`config.mk`:
```
export PLATFORM = sky130hd
export DESIGN_NAME = hwsi_hash
export DESIGN_NICKNAME = d
export VERILOG_FILES = /design/src/rtl/hwsi_pkg.sv /design/src/rtl/hwsi_hash.sv
export SDC_FILE = /design/constraint.sdc
export NUM_CORES = 1
export LEC_CHECK = 0
export BUFFER_PORTS_ARGS = -buffer_cell sky130_fd_sc_hd__buf_4
export CORE_MARGIN = 10
export CORE_UTILIZATION = 62
export DETAILED_ROUTE_END_ITERATION = 8
export MAX_ROUTING_LAYER = met4
export PLACE_DENSITY_LB_ADDON = 0.3
export SYNTH_ARGS = -nofsm -noshare
export SYNTH_HDL_FRONTEND = slang
export SYNTH_SLANG_ARGS = --single-unit
```
`constraint.sdc`:
```
create_clock -name clk -period 12.83 [get_ports clk]
set_input_delay 2.566 -clock clk [delete_from_list [all_inputs] [get_ports clk]]
set_output_delay 2.566 -clock clk [all_outputs]
set_load 0.01 [all_outputs]
```
`src/rtl/hwsi_pkg.sv`:
```
// ----------------------------------------------------------------------------
// Hashed word set package
// Shared constants, status and kind codes, and types for the hashed word set.
// ----------------------------------------------------------------------------
package hwsi_pkg;

    localparam int TABLE_SLOTS = 15877;
    localparam int MAX_WORDS   = 4096;
    localparam int MAX_CHARS   = 16;

    localparam int CHAR_W      = 8;
    localparam int HALF_W      = 64;
    localparam int WORD_W      = 2 * HALF_W;
    localparam int WORD_BYTES  = WORD_W / CHAR_W;
    localparam int LEN_W       = $clog2(MAX_CHARS + 1);
    localparam int CHAR_IDX_W  = (MAX_CHARS > 1) ? $clog2(MAX_CHARS) : 1;
    localparam int SLOT_W      = 14;
    localparam int SLOT_ADDR_W = $clog2(TABLE_SLOTS);
    localparam int PROBE_W     = $clog2(TABLE_SLOTS);
    localparam int POS_W       = 12;
    localparam int ORDER_ADDR_W = (MAX_WORDS > 1) ? $clog2(MAX_WORDS) : 1;
    localparam int COUNT_W     = 13;
    localparam int STATUS_W    = 3;
    localparam int KIND_W      = 2;

    localparam int HASH_W      = 32;
    localparam logic [HASH_W-1:0] HASH_SEED = 32'd5381;
    localparam int HASH_SHIFT  = 5;
    localparam int MOD_DIGIT   = 4;
    localparam int MOD_STEPS   = HASH_W / MOD_DIGIT;
    localparam int MOD_STEP_W  = $clog2(MOD_STEPS);
    localparam logic [SLOT_ADDR_W:0] SLOTS_EXT = (SLOT_ADDR_W + 1)'(TABLE_SLOTS);

    typedef enum logic [KIND_W-1:0] {
        KIND_INSERT = 2'd0,
        KIND_RESET  = 2'd1,
        KIND_READ   = 2'd2
    } kind_t;

    typedef enum logic [STATUS_W-1:0] {
        STATUS_ADDED     = 3'd0,
        STATUS_PRESENT   = 3'd1,
        STATUS_FULL      = 3'd2,
        STATUS_RESET     = 3'd3,
        STATUS_READ_OK   = 3'd4,
        STATUS_OUT_RANGE = 3'd5
    } status_t;

    typedef struct packed {
        logic busy;
        logic done;
    } hash_stat_t;

    typedef struct packed {
        logic              used;
        logic [LEN_W-1:0]  len;
        logic [HALF_W-1:0] hi;
        logic [HALF_W-1:0] lo;
    } slot_entry_t;

endpackage

```
`src/rtl/hwsi_hash.sv`:
```
// ----------------------------------------------------------------------------
// Hashed word set home slot unit
// Runs djb2 one character per cycle, then reduces the 32-bit hash modulo the
// table size with a restoring divider that retires four bits per cycle.
// ----------------------------------------------------------------------------
module hwsi_hash
(
    input  logic                                 clk,
    input  logic                                 rst_n,
    input  logic                                 start,
    input  logic [hwsi_pkg::WORD_W-1:0]          word,
    input  logic [hwsi_pkg::LEN_W-1:0]           len,
    output hwsi_pkg::hash_stat_t                 stat,
    output logic [hwsi_pkg::SLOT_ADDR_W-1:0]     home_slot
);

    typedef enum logic [2:0] {
        H_IDLE = 3'b001,
        H_CHAR = 3'b010,
        H_MOD  = 3'b100
    } hstate_t;

    hstate_t                               state_reg, state_next;
    logic [hwsi_pkg::HASH_W-1:0]           h_reg, h_next;
    logic [hwsi_pkg::LEN_W-1:0]            char_idx_reg, char_idx_next;
    logic [hwsi_pkg::HASH_W-1:0]           div_reg, div_next;
    logic [hwsi_pkg::SLOT_ADDR_W-1:0]      rem_reg, rem_next;
    logic [hwsi_pkg::MOD_STEP_W-1:0]       step_reg, step_next;
    logic                                  done_reg, done_next;
    logic [hwsi_pkg::CHAR_W-1:0]           cur_char;
    logic [hwsi_pkg::HASH_W-1:0]           h_step;
    logic [hwsi_pkg::SLOT_ADDR_W-1:0]      rem_step;

    assign cur_char = word[char_idx_reg[hwsi_pkg::CHAR_IDX_W-1:0] * hwsi_pkg::CHAR_W +:
                           hwsi_pkg::CHAR_W];
    assign h_step   = (h_reg << hwsi_pkg::HASH_SHIFT) + h_reg +
                      hwsi_pkg::HASH_W'(cur_char);

    always_comb
    begin
        logic [hwsi_pkg::SLOT_ADDR_W:0]   trial;
        logic [hwsi_pkg::SLOT_ADDR_W-1:0] r;
        r = rem_reg;
        for (int k = 0; k < hwsi_pkg::MOD_DIGIT; k++)
        begin
            trial = {r, div_reg[hwsi_pkg::HASH_W-1-k]};
            if (trial >= hwsi_pkg::SLOTS_EXT)
            begin
                trial = trial - hwsi_pkg::SLOTS_EXT;
            end
            r = trial[hwsi_pkg::SLOT_ADDR_W-1:0];
        end
        rem_step = r;
    end

    always_comb
    begin
        state_next    = state_reg;
        h_next        = h_reg;
        char_idx_next = char_idx_reg;
        div_next      = div_reg;
        rem_next      = rem_reg;
        step_next     = step_reg;
        done_next     = 1'b0;
        case (state_reg)
            H_IDLE:
            begin
                if (start)
                begin
                    h_next        = hwsi_pkg::HASH_SEED;
                    char_idx_next = '0;
                    div_next      = hwsi_pkg::HASH_SEED;
                    rem_next      = '0;
                    step_next     = '0;
                    state_next    = (len == '0) ? H_MOD : H_CHAR;
                end
            end
            H_CHAR:
            begin
                h_next        = h_step;
                char_idx_next = char_idx_reg + 1'b1;
                if (char_idx_reg + 1'b1 == len)
                begin
                    div_next   = h_step;
                    state_next = H_MOD;
                end
            end
            H_MOD:
            begin
                rem_next  = rem_step;
                div_next  = div_reg << hwsi_pkg::MOD_DIGIT;
                step_next = step_reg + 1'b1;
                if (step_reg == hwsi_pkg::MOD_STEP_W'(hwsi_pkg::MOD_STEPS - 1))
                begin
                    done_next  = 1'b1;
                    state_next = H_IDLE;
                end
            end
            default:
            begin
                state_next = H_IDLE;
            end
        endcase
    end

    always_ff @(posedge clk or negedge rst_n)
    begin
        if (!rst_n)
        begin
            state_reg <= H_IDLE;
            done_reg  <= 1'b0;
            step_reg  <= '0;
        end
        else
        begin
            state_reg <= state_next;
            done_reg  <= done_next;
            step_reg  <= step_next;
        end
    end

    always_ff @(posedge clk)
    begin
        h_reg        <= h_next;
        char_idx_reg <= char_idx_next;
        div_reg      <= div_next;
        rem_reg      <= rem_next;
    end

    assign stat.busy = (state_reg != H_IDLE);
    assign stat.done = done_reg;
    assign home_slot = rem_reg;

endmodule

```
==> reports/results.tsv, run 1 <==
metric	value	unit
p_sw_share	49.3	%
min_period	7.97	ns
clkTransAtPathRegs	0.06	ns
initial_core_util	63.4	%
reg2regPathDepth	23	
cts_num_sinks	90	
min_period_over_period	62.1	%
io_pins	152	
arrival	8.05	ns
fin_skew	0.0105	ns
route.met2.wl	12300	µm
grt_util_all_layers	27.2	%
nNetsFinal	1199	
grt_pass1_wl	39000	µm
drive_gt1_share	23.9	%
dieArea	18600	µm²
power.net_switching	0.00159	W
setup.worst_path.start	word[89]	
cts_buffers	9	
yosys_warnings	0	
htreeDepth	3	
ys_ff_latch	90	
cts_resized	0	
clkLatencyLatePin	0.35	ns
synth_ff_type	edfxtp_1	
num_vias	7574	
cts_hold_buf	0	
ant_nets	0	
rsz0062_at_grt	false	
start_kind	primary input	
regToRegSetupSlack	6.06	ns
top_layer	met4	
vias_per_cell	6.45	
drc	0	
wl_per_cell	20.9	µm
globalRoute.totalOverflow	0	
synthToLayoutAreaGrowth	17.9	%
tightest_slew	0.869	ns
end_kind	register	
p_leak	4.20	nW
post_cts_buffers	0	
chipHeight	136	µm
dp_hpwl	19200	µm
finalSetupViolations	0	
n_antenna_cell	0	
cts_tree	yes	
die_x	136	µm
holdCritPathClass	reg2reg	
pwr-share-comb	71.2	%
max-vdd-ir-drop	0.168	mV
status	finished, final reports clean	
clock.fmax	0.125	GHz
hold_violations	0	
holdPathEnd	step_reg[0]$_DFFE_PN0P_	
drv_cap	0	
synth_area	8400	µm²
maxSlewViolCount	0	
ys_seq_area_share	31.8	%
fin_tns_setup	0	ns
rows	42	
crit_type	in2reg	
dr.pass1.iters	5	
wl_met3	1590	µm
reg2reg_from	char_idx_reg[0]$_SDFFCE_PN0P_	
core-area	13200	µm²
port_buffers	151	
root_buffer	clkbuf_16	
whs_path_depth	1	
wl_met1	9810	µm
path_max_fanout	4	
cp.required	12.91	ns
r2r-end	div_reg[31]$_DFFE_PP_	
cellPowerDensity	325	nW/µm²
intPower	0.00163	W
grt_start_max_net_pins	53	
power_frac_seq	21.0	%
place.gp.congestion	0.938	
drt-total-wl	24500	µm
grt_pass1_vias	7726	
power_frac_clock	7.8	%
synthArstFlopShare	7.78	%
min_from	step_reg[0]$_DFFE_PN0P_	
antenna_found_initial	0	
syn_inst	865	
first_iter_violations	674	
slew-limit-headroom	41.9	%
synth_cell_types	93	
power	0.00322	W
synth.avg_cell_area	9.71	µm²
synth_edf_count	83	
clockBufferDepth	2	
synth_nets	1070	
## stage by stage
stage / setup WS [ns] / instance area [µm²] / utilization [%] / hold slack, ns / instances
4_1_cts: 4.90 / 9910 / 74.8 / 0.503 / 1175
3_3_place_gp: 4.81 / 9640 / 72.8 / 0.489 / 1159
5_1_grt: 4.28 / 9910 / 74.8 / 0.531 / 1175
3_5_place_dp: 4.63 / 9640 / 72.8 / 0.494 / 1159
2_1_floorplan: 5.42 / 8400 / - / 0.468 / 865
6_report: 4.86 / 9910 / 74.8 / 0.500 / 1175
## power groups by stage
| stage | sequential [W] | combinational [W] | clock [W] |
|---|---|---|---|
| 2_1_floorplan | 0.000616 | 0.00179 | 0 |
| 3_3_place_gp | 0.000673 | 0.00218 | 0 |
| 3_5_place_dp | 0.000678 | 0.00225 | 0 |
| 4_1_cts | 0.000674 | 0.00227 | 0.000252 |
| 5_1_grt | 0.000694 | 0.00254 | 0.000263 |
| 6_report | 0.000676 | 0.00229 | 0.000253 |
## worst max-delay path by stage
stage	to	slack, ns	cells after the start
floorplan	div_reg[31]$_DFFE_PP_	5.42	22
global placement	div_reg[31]$_DFFE_PP_	4.81	23
detailed placement	div_reg[29]$_DFFE_PP_	4.63	23
CTS	div_reg[29]$_DFFE_PP_	4.90	23
global route	div_reg[31]$_DFFE_PP_	4.28	23
finish	div_reg[31]$_DFFE_PP_	4.86	23
## layout by cell type, fill, tap and decap left out, types with 35 or more instances in the layout
master / count
a21oi_1: 50
buf_4: 159
edfxtp_1: 83
ha_1: 65
nand2_1: 62
nor2_1: 68
nor3_1: 35
o21ai_0: 44
xnor2_1: 36
## worst max-delay path, cell delays in order
cell	delay, ns
buf_4	0.11
mux4_2	0.49
a22oi_1	0.21
nand2_1	0.09
ha_1	0.28
ha_1	0.23
fa_1	0.40
a21o_1	0.20
a21oi_1	0.24
o21bai_1	0.10
a21oi_1	0.23
o21ai_0	0.18
a211oi_1	0.37
o31ai_1	0.19
o41ai_1	0.36
o21ai_0	0.22
o41ai_1	0.54
o21ai_0	0.16
a21oi_1	0.31
o21ai_0	0.12
a21oi_1	0.18
xnor2_1	0.16
o21ai_0	0.11
## cells in the mapped netlist, types with 8 or more instances
cell | n | area (µm²)
a22oi_1 | 8 | 60.1
nand3_1 | 20 | 100
or2_2 | 11 | 68.8
and3_1 | 13 | 81.3
mux4_2 | 16 | 360
nand2_1 | 62 | 233
or3_1 | 9 | 56.3
a21o_1 | 34 | 255
o21a_1 | 9 | 67.6
xnor2_1 | 36 | 315
a211oi_1 | 9 | 67.6
nor2_1 | 68 | 255
xor2_1 | 18 | 158
edfxtp_1 | 83 | 2490
o21ai_0 | 44 | 220
clkbuf_1 | 27 | 101
a21oi_1 | 50 | 250
nor4_1 | 8 | 50.1
nor3_1 | 35 | 175
ha_1 | 65 | 813
and2_1 | 16 | 100
mux2i_1 | 34 | 340
a221oi_1 | 9 | 78.8
inv_1 | 20 | 75.1
## cells by family after synthesis
family	after synthesis	synth area share [%]
AO/OA/AOI/OAI	248	21.1
XOR/XNOR	56	6.15
adder cells (fa/ha/maj)	70	10.8
buffers and inverters	61	3.19
flip-flops	90	31.8
multiplexers	57	9.28
AND/OR/NAND/NOR	283	17.8
## layout make-up
class	instances	area, µm²
multi-input cells	714	5480
fillers	1000	3330
flip-flops and latches	90	2670
repair buffers	159	1190
clock buffers	12	246
well taps	176	220
inverters	20	75.1
clock inverters	4	27.5
## routing by layer
metal / GRT usage [%] / up-vias
met2: 46.4 / 346
met5: - / -
li1: - / 3587
met4: 11.0 / 0
met3: 5.39 / 61
met1: 30.8 / 3580
No activity file was read; power rests on OpenSTA's default activity.
==> inputs of run 2 (changes only) <==
- CORE_UTILIZATION: 62 -> 52
- clock period: 12.83 -> 7.1 ns (I/O delays scaled with it)
==> run 2 against run 1 <==
Effect of this change: global-route usage decreased by 5.4 points; total power increased by 80%; cell area up 1.3%; via count down 1.5%; utilization decreased by 12 points; critical path type unchanged; clock power up 97%; non-clock buffer count grew 3.
==> reports/results.tsv, run 2 (same netlist as run 1, synthesis figures left out) <==
metric	value	unit	change
regToRegSetupSlack	0.59	ns	-5.47 ns
final_cells	1218		+3.7%
hold_violations	0		unchanged
cts_resized	0		unchanged
ant_nets	0		unchanged
power.net_switching	0.00280	W	+76%
cp_cell_sequence	buf_4, mux4_2, a22oi_1, nand2_1, ha_1, ha_1, fa_1, a21o_1, a21oi_1, o21bai_1, a21oi_1, o21ai_0, a211oi_1, o31ai_1, o41ai_1, o21ai_0, o41ai_1, o21ai_0, a21oi_1, o21ai_0, a21oi_1, xnor2_1, o21ai_0		
intPower	0.00301	W	+84%
chipHeight	147	µm	+7.8%
root_buffer	clkbuf_16		
finalSetupViolations	0		unchanged
grt_start_max_net_pins	53		unchanged
start_kind	primary input		
cts_tree	yes		
timing.hold.ws	0.504	ns	+0.00355 ns
globalRoute.totalOverflow	0		unchanged
fin_tns_setup	0	ns	unchanged
holdPathEnd	step_reg[0]$_DFFE_PN0P_		
num_vias	7459		-1.5%
mostFrequentLayoutCells	161 x buf_4, 83 x edfxtp_1, 68 x nor2_1, 65 x ha_1, 62 x nand2_1		
dp_hpwl	18700	µm	-2.5%
path_buf_inv	1		unchanged
grt_pass1_vias	7468		-3.3%
n_antenna_cell	0		unchanged
max-vdd-ir-drop	0.265	mV	+58%
min_period_over_period	92.8	%	
place.gp.congestion	0.927		-1.1%
vias_per_cell	6.12		-5.0%
port_buffers	151		unchanged
whs_path_depth	1		unchanged
core-area	15900	µm²	+20%
rows	46		+9.5%
post_cts_buffers	0		unchanged
dr.pass1.iters	5		unchanged
io_pins	152		unchanged
reg2regPathDepth	22		-4.3%
power_frac_seq	20.9	%	about the same
cts_hold_buf	0		unchanged
cp.required	7.18	ns	-5.73 ns
drt-total-wl	23500	µm	-4.5%
grt_util_all_layers	21.9	%	-5.4 points
first_iter_violations	659		-2.2%
clkTransAtPathRegs	0.06	ns	about the same
grt_pass1_wl	37700	µm	-3.5%
critPathTopFamily	compound AO/OA/AOI/OAI gates		
p_sw_share	48.2	%	-1.1 points
clockBufferDepth	2		unchanged
arrival	6.67	ns	-1.38 ns
die_x	147	µm	+7.8%
crit_type	in2reg		
wl_per_cell	19.3	µm	-7.8%
critPathSlowestCell	mux4_2		
nFillCells	1394		+39%
end_kind	register		
status	finished, final reports clean		
initial_core_util	52.9	%	-11 points
cellPowerDensity	578	nW/µm²	+78%
pwr-share-comb	70.5	%	-0.7 points
crit_top_cell	o21ai_0		
clock.fmax	0.152	GHz	
antenna_found_initial	0		unchanged
max_stage_delay	0.46	ns	-0.08 ns
reg2reg_from	home_slot[0]$_SDFFCE_PN0P_		
min_period	6.59	ns	
final_common_cell	buf_4		
maxSlewViolCount	0		unchanged
dieArea	21600	µm²	+16%
drv_cap	0		unchanged
cts_num_sinks	90		unchanged
min_from	step_reg[0]$_DFFE_PN0P_		
nNetsFinal	1202		+0.25%
drive_gt1_share	24.3	%	+0.33 points
place_inst	1202		+3.7%
path_max_fanout	4		unchanged
rsz0062_at_grt	false		
holdCritPathClass	reg2reg		
drc	0		unchanged
slew-limit-headroom	47.0	%	+5.1 points
fin_skew	0.00942	ns	-0.00110 ns
power_frac_clock	8.6	%	+0.8 points
place_ws	0.248	ns	-4.38 ns
clkLatencyLatePin	0.35	ns	about the same
p_leak	4.24	nW	+0.93%
synthToLayoutAreaGrowth	19.5	%	
tightest_slew	0.793	ns	-0.0768 ns
htreeDepth	3		unchanged
cts_buffers	9		unchanged
setup_ws	0.511	ns	-4.35 ns
r2r-end	home_slot[7]$_SDFFCE_PN0P_		
==> run 2: cell types whose count changed in the layout (fill, tap and decap cells not counted), sizes merged <==
cell	change
inv	+2
clkbuf	+1
clkinv	-3
buf	+3
==> run 2: worst max-delay path by stage <==
stage	start	to	slack (ns)	cells after the start
6_report	word[89]	div_reg[31]$_DFFE_PP_	0.51	23
5_1_grt	word[105]	div_reg[31]$_DFFE_PP_	0.003	26
4_1_cts	word[89]	div_reg[31]$_DFFE_PP_	0.61	23
3_5_place_dp	word[89]	div_reg[31]$_DFFE_PP_	0.25	23
3_3_place_gp	word[89]	div_reg[31]$_DFFE_PP_	0.36	23
2_1_floorplan	word[89]	div_reg[31]$_DFFE_PP_	0.84	22
==> run 2: power groups by stage <==
stage	logic (W)	clock network [W]	registers, W
finish	0.00409	0.000499	0.00121
global route	0.00457	0.000525	0.00125
CTS	0.00408	0.000507	0.00121
detailed placement	0.00404	0	0.00122
global placement	0.00398	0	0.00121
floorplan	0.00324	0	0.00111
==> run 2: layout make-up <==
type	instances	area, µm²	share of cell area [%]
Clock inverter	3	26.3	0.262
Sequential cell	90	2670	26.6
Clock buffer	13	293	2.92
Tap cell	216	270	2.69
Inverter	20	75.1	0.748
Multi-Input combinational cell	714	5480	54.6
Timing Repair Buffer	162	1230	12.2
==> run 2: stage by stage <==
| step | power (W) | instance area (µm²) | utilization [%] |
|---|---|---|---|
| final | 0.00581 | 10000 | 63.2 |
| after global routing | 0.00635 | 10000 | 63.2 |
| after CTS | 0.00580 | 10000 | 63.2 |
| after detailed placement | 0.00526 | 9720 | 61.2 |
| after global placement | 0.00519 | 9720 | 61.2 |
| after floorplan | 0.00435 | 8400 | - |
==> run 2: layer usage <==
metal  vias to the layer above  share of wire [%]  GRT usage (%)
li1                       3596                  -              -
met1                      3548                 43           26.0
met2                       272                 49           36.3
met3                        43                5.2           3.78
met4                         0                3.1           8.37
met5                         -                  0              -
==> inputs of run 3 (changes only) <==
- CORE_UTILIZATION: 52 -> 35
==> run 3 against run 2 <==
Effect of this change: global-route usage is 6.4 points lower; non-clock buffer count decreased by 1; register-to-register slack barely moved; largest power group unchanged; total power rose by 0.41%; clock power grew 7.4%.
==> reports/results.tsv, run 3 (same netlist as run 1, synthesis figures left out) <==
metric	value	unit	change
root_buffer	clkbuf_16		
dr.pass1.iters	5		unchanged
clkTransAtPathRegs	0.07	ns	about the same
clockBufferDepth	2		unchanged
slew-limit-headroom	47.4	%	+0.38 points
grt_start_max_net_pins	38		-28%
drc	0		unchanged
vias_per_cell	5.48		-11%
path_max_fanout	4		unchanged
pwr-share-comb	69.8	%	-0.7 points
cts_hold_buf	0		unchanged
hold_violations	0		unchanged
chipHeight	175	µm	+19%
tightest_slew	0.787	ns	-0.00573 ns
cp.required	7.19	ns	about the same
start_kind	primary input		
rows	56		+22%
arrival	6.70	ns	+0.03 ns
num_vias	7229		-3.1%
fin_util	43.2	%	-20 points
power_frac_seq	21.0	%	about the same
maxSlewViolCount	0		unchanged
clock.fmax	0.151	GHz	-0.35%
min_period	6.61	ns	+0.0232 ns
post_cts_buffers	0		unchanged
dp_hpwl	18600	µm	-0.54%
power_frac_clock	9.2	%	+0.6 points
grt_pass1_vias	7438		-0.40%
rsz0062_at_grt	false		
crit_type	in2reg		
io_pins	152		unchanged
place.gp.congestion	0.884		-4.7%
p_sw_share	48.1	%	-0.060 points
synthToLayoutAreaGrowth	21.1	%	
finalSetupViolations	0		unchanged
regToRegSetupSlack	0.58	ns	about the same
final_common_cell	buf_4		
antenna_found_initial	0		unchanged
reg2regPathDepth	22		unchanged
holdPathEnd	step_reg[0]$_DFFE_PN0P_		
first_iter_violations	377		-43%
port_buffers	151		unchanged
end_kind	register		
cts_num_sinks	90		unchanged
ant_nets	0		unchanged
status	finished, final reports clean		
top_layer	met4		
cellPowerDensity	573	nW/µm²	-0.93%
mostFrequentLayoutCells	161 x buf_4, 83 x edfxtp_1, 68 x nor2_1, 65 x ha_1, 62 x nand2_1		
r2r-end	home_slot[8]$_SDFFCE_PN0P_		
drive_gt1_share	24.4	%	+0.12 points
intPower	0.00302	W	+0.52%
fin_tns_setup	0	ns	unchanged
cts_buffers	9		unchanged
n_antenna_cell	0		unchanged
globalRoute.totalOverflow	0		unchanged
timing.hold.ws	0.512	ns	+0.00805 ns
initial_core_util	35.7	%	-17 points
reg2reg_from	home_slot[0]$_SDFFCE_PN0P_		
wl_met1	10700	µm	+6.2%
p_leak	4.24	nW	about the same
wl_met3	1070	µm	-12%
cts_tree	yes		
min_period_over_period	93.1	%	+0.33 points
dieArea	30600	µm²	+41%
grt_pass1_wl	37900	µm	+0.77%
core-area	23500	µm²	+48%
fin_skew	0.00887	ns	-0.000542 ns
max-vdd-ir-drop	0.180	mV	-32%
whs_path_depth	1		unchanged
power	0.00583	W	+0.41%
clkLatencyLatePin	0.35	ns	about the same
nNetsFinal	1201		-0.083%
min_from	step_reg[0]$_DFFE_PN0P_		
holdCritPathClass	reg2reg		
die_x	175	µm	+19%
grt_util_all_layers	15.5	%	-6.4 points
route.met2.wl	11400	µm	+0.22%
htreeDepth	3		unchanged
drv_cap	0		unchanged
wl_per_cell	17.8	µm	-7.6%
drt-total-wl	23500	µm	+0.19%
nFillCells	2341		+68%
power.net_switching	0.00281	W	+0.28%
run 3: changes by cell type in the layout (fill, tap and decap cells not counted), sizes merged:
| cell | change |
|---|---|
| bufinv | +2 |
| clkbuf | -4 |
| buf | -1 |
| inv | +2 |
run 3: what timing repair did:
action	CTS	global route
endpoints found under the hold margin	0	0
endpoints found under the setup margin	0	4
resized for setup	0	2
run 3: layout make-up:
class	instances	area (µm²)	area share [%]
multi-input cells	714	5490	53.9
flip-flops and latches	90	2670	26.2
repair buffers	161	1210	11.9
well taps	319	399	3.92
clock buffers	9	225	2.21
clock inverters	7	109	1.07
inverters	20	75.1	0.738
run 3: critical path, stage by stage:
cell and delay, ns:
buf_4 0.10, mux4_2 0.45, a22oi_1 0.19, nand2_1 0.10, ha_1 0.28, ha_1 0.22
fa_1 0.40, a21o_1 0.19, a21oi_1 0.20, o21bai_1 0.08, a21oi_1 0.24, o21ai_0 0.21
a211oi_2 0.30, o31ai_1 0.17, o41ai_1 0.41, o21ai_0 0.25, o41ai_1 0.29, buf_4 0.18
o21ai_0 0.10, a21oi_1 0.29, o21ai_0 0.13, a21oi_1 0.20, xnor2_1 0.16, o21ai_0 0.11
run 3: worst max path at each step:
stage	depth (start not counted)	start	endpoint	slack (ns)
after floorplan	22	word[89]	div_reg[31]$_DFFE_PP_	0.84
after global placement	24	word[89]	div_reg[31]$_DFFE_PP_	0.23
after detailed placement	24	word[89]	div_reg[31]$_DFFE_PP_	0.11
after CTS	24	word[89]	div_reg[31]$_DFFE_PP_	0.46
after global routing	22	home_slot[0]$_SDFFCE_PN0P_	home_slot[8]$_SDFFCE_PN0P_	0.02
final	24	word[89]	div_reg[31]$_DFFE_PP_	0.49
run 3: metal layers:
metal	up-vias	track usage, %
met2	192	25.9
li1	3589	-
met1	3425	19.0
met4	0	3.32
met3	23	2.95
met5	-	-
run 3: per-stage QoR:
| step | setup slack [ns] | instance area [µm²] | cells |
|---|---|---|---|
| after detailed placement | 0.113 | 9830 | 1304 |
| after global routing | 0.0173 | 10200 | 1320 |
| after floorplan | 0.836 | 8400 | 865 |
| after global placement | 0.228 | 9830 | 1304 |
| after CTS | 0.459 | 10200 | 1320 |
| final | 0.488 | 10200 | 1320 |
run 3: power by group through the flow:
stage / sequential [W] / clock, W / combinational [W]
CTS: 0.00122 / 0.000548 / 0.00407
detailed placement: 0.00123 / 0 / 0.00405
floorplan: 0.00111 / 0 / 0.00324
finish: 0.00122 / 0.000536 / 0.00407
global placement: 0.00123 / 0 / 0.00400
global route: 0.00126 / 0.000567 / 0.00459
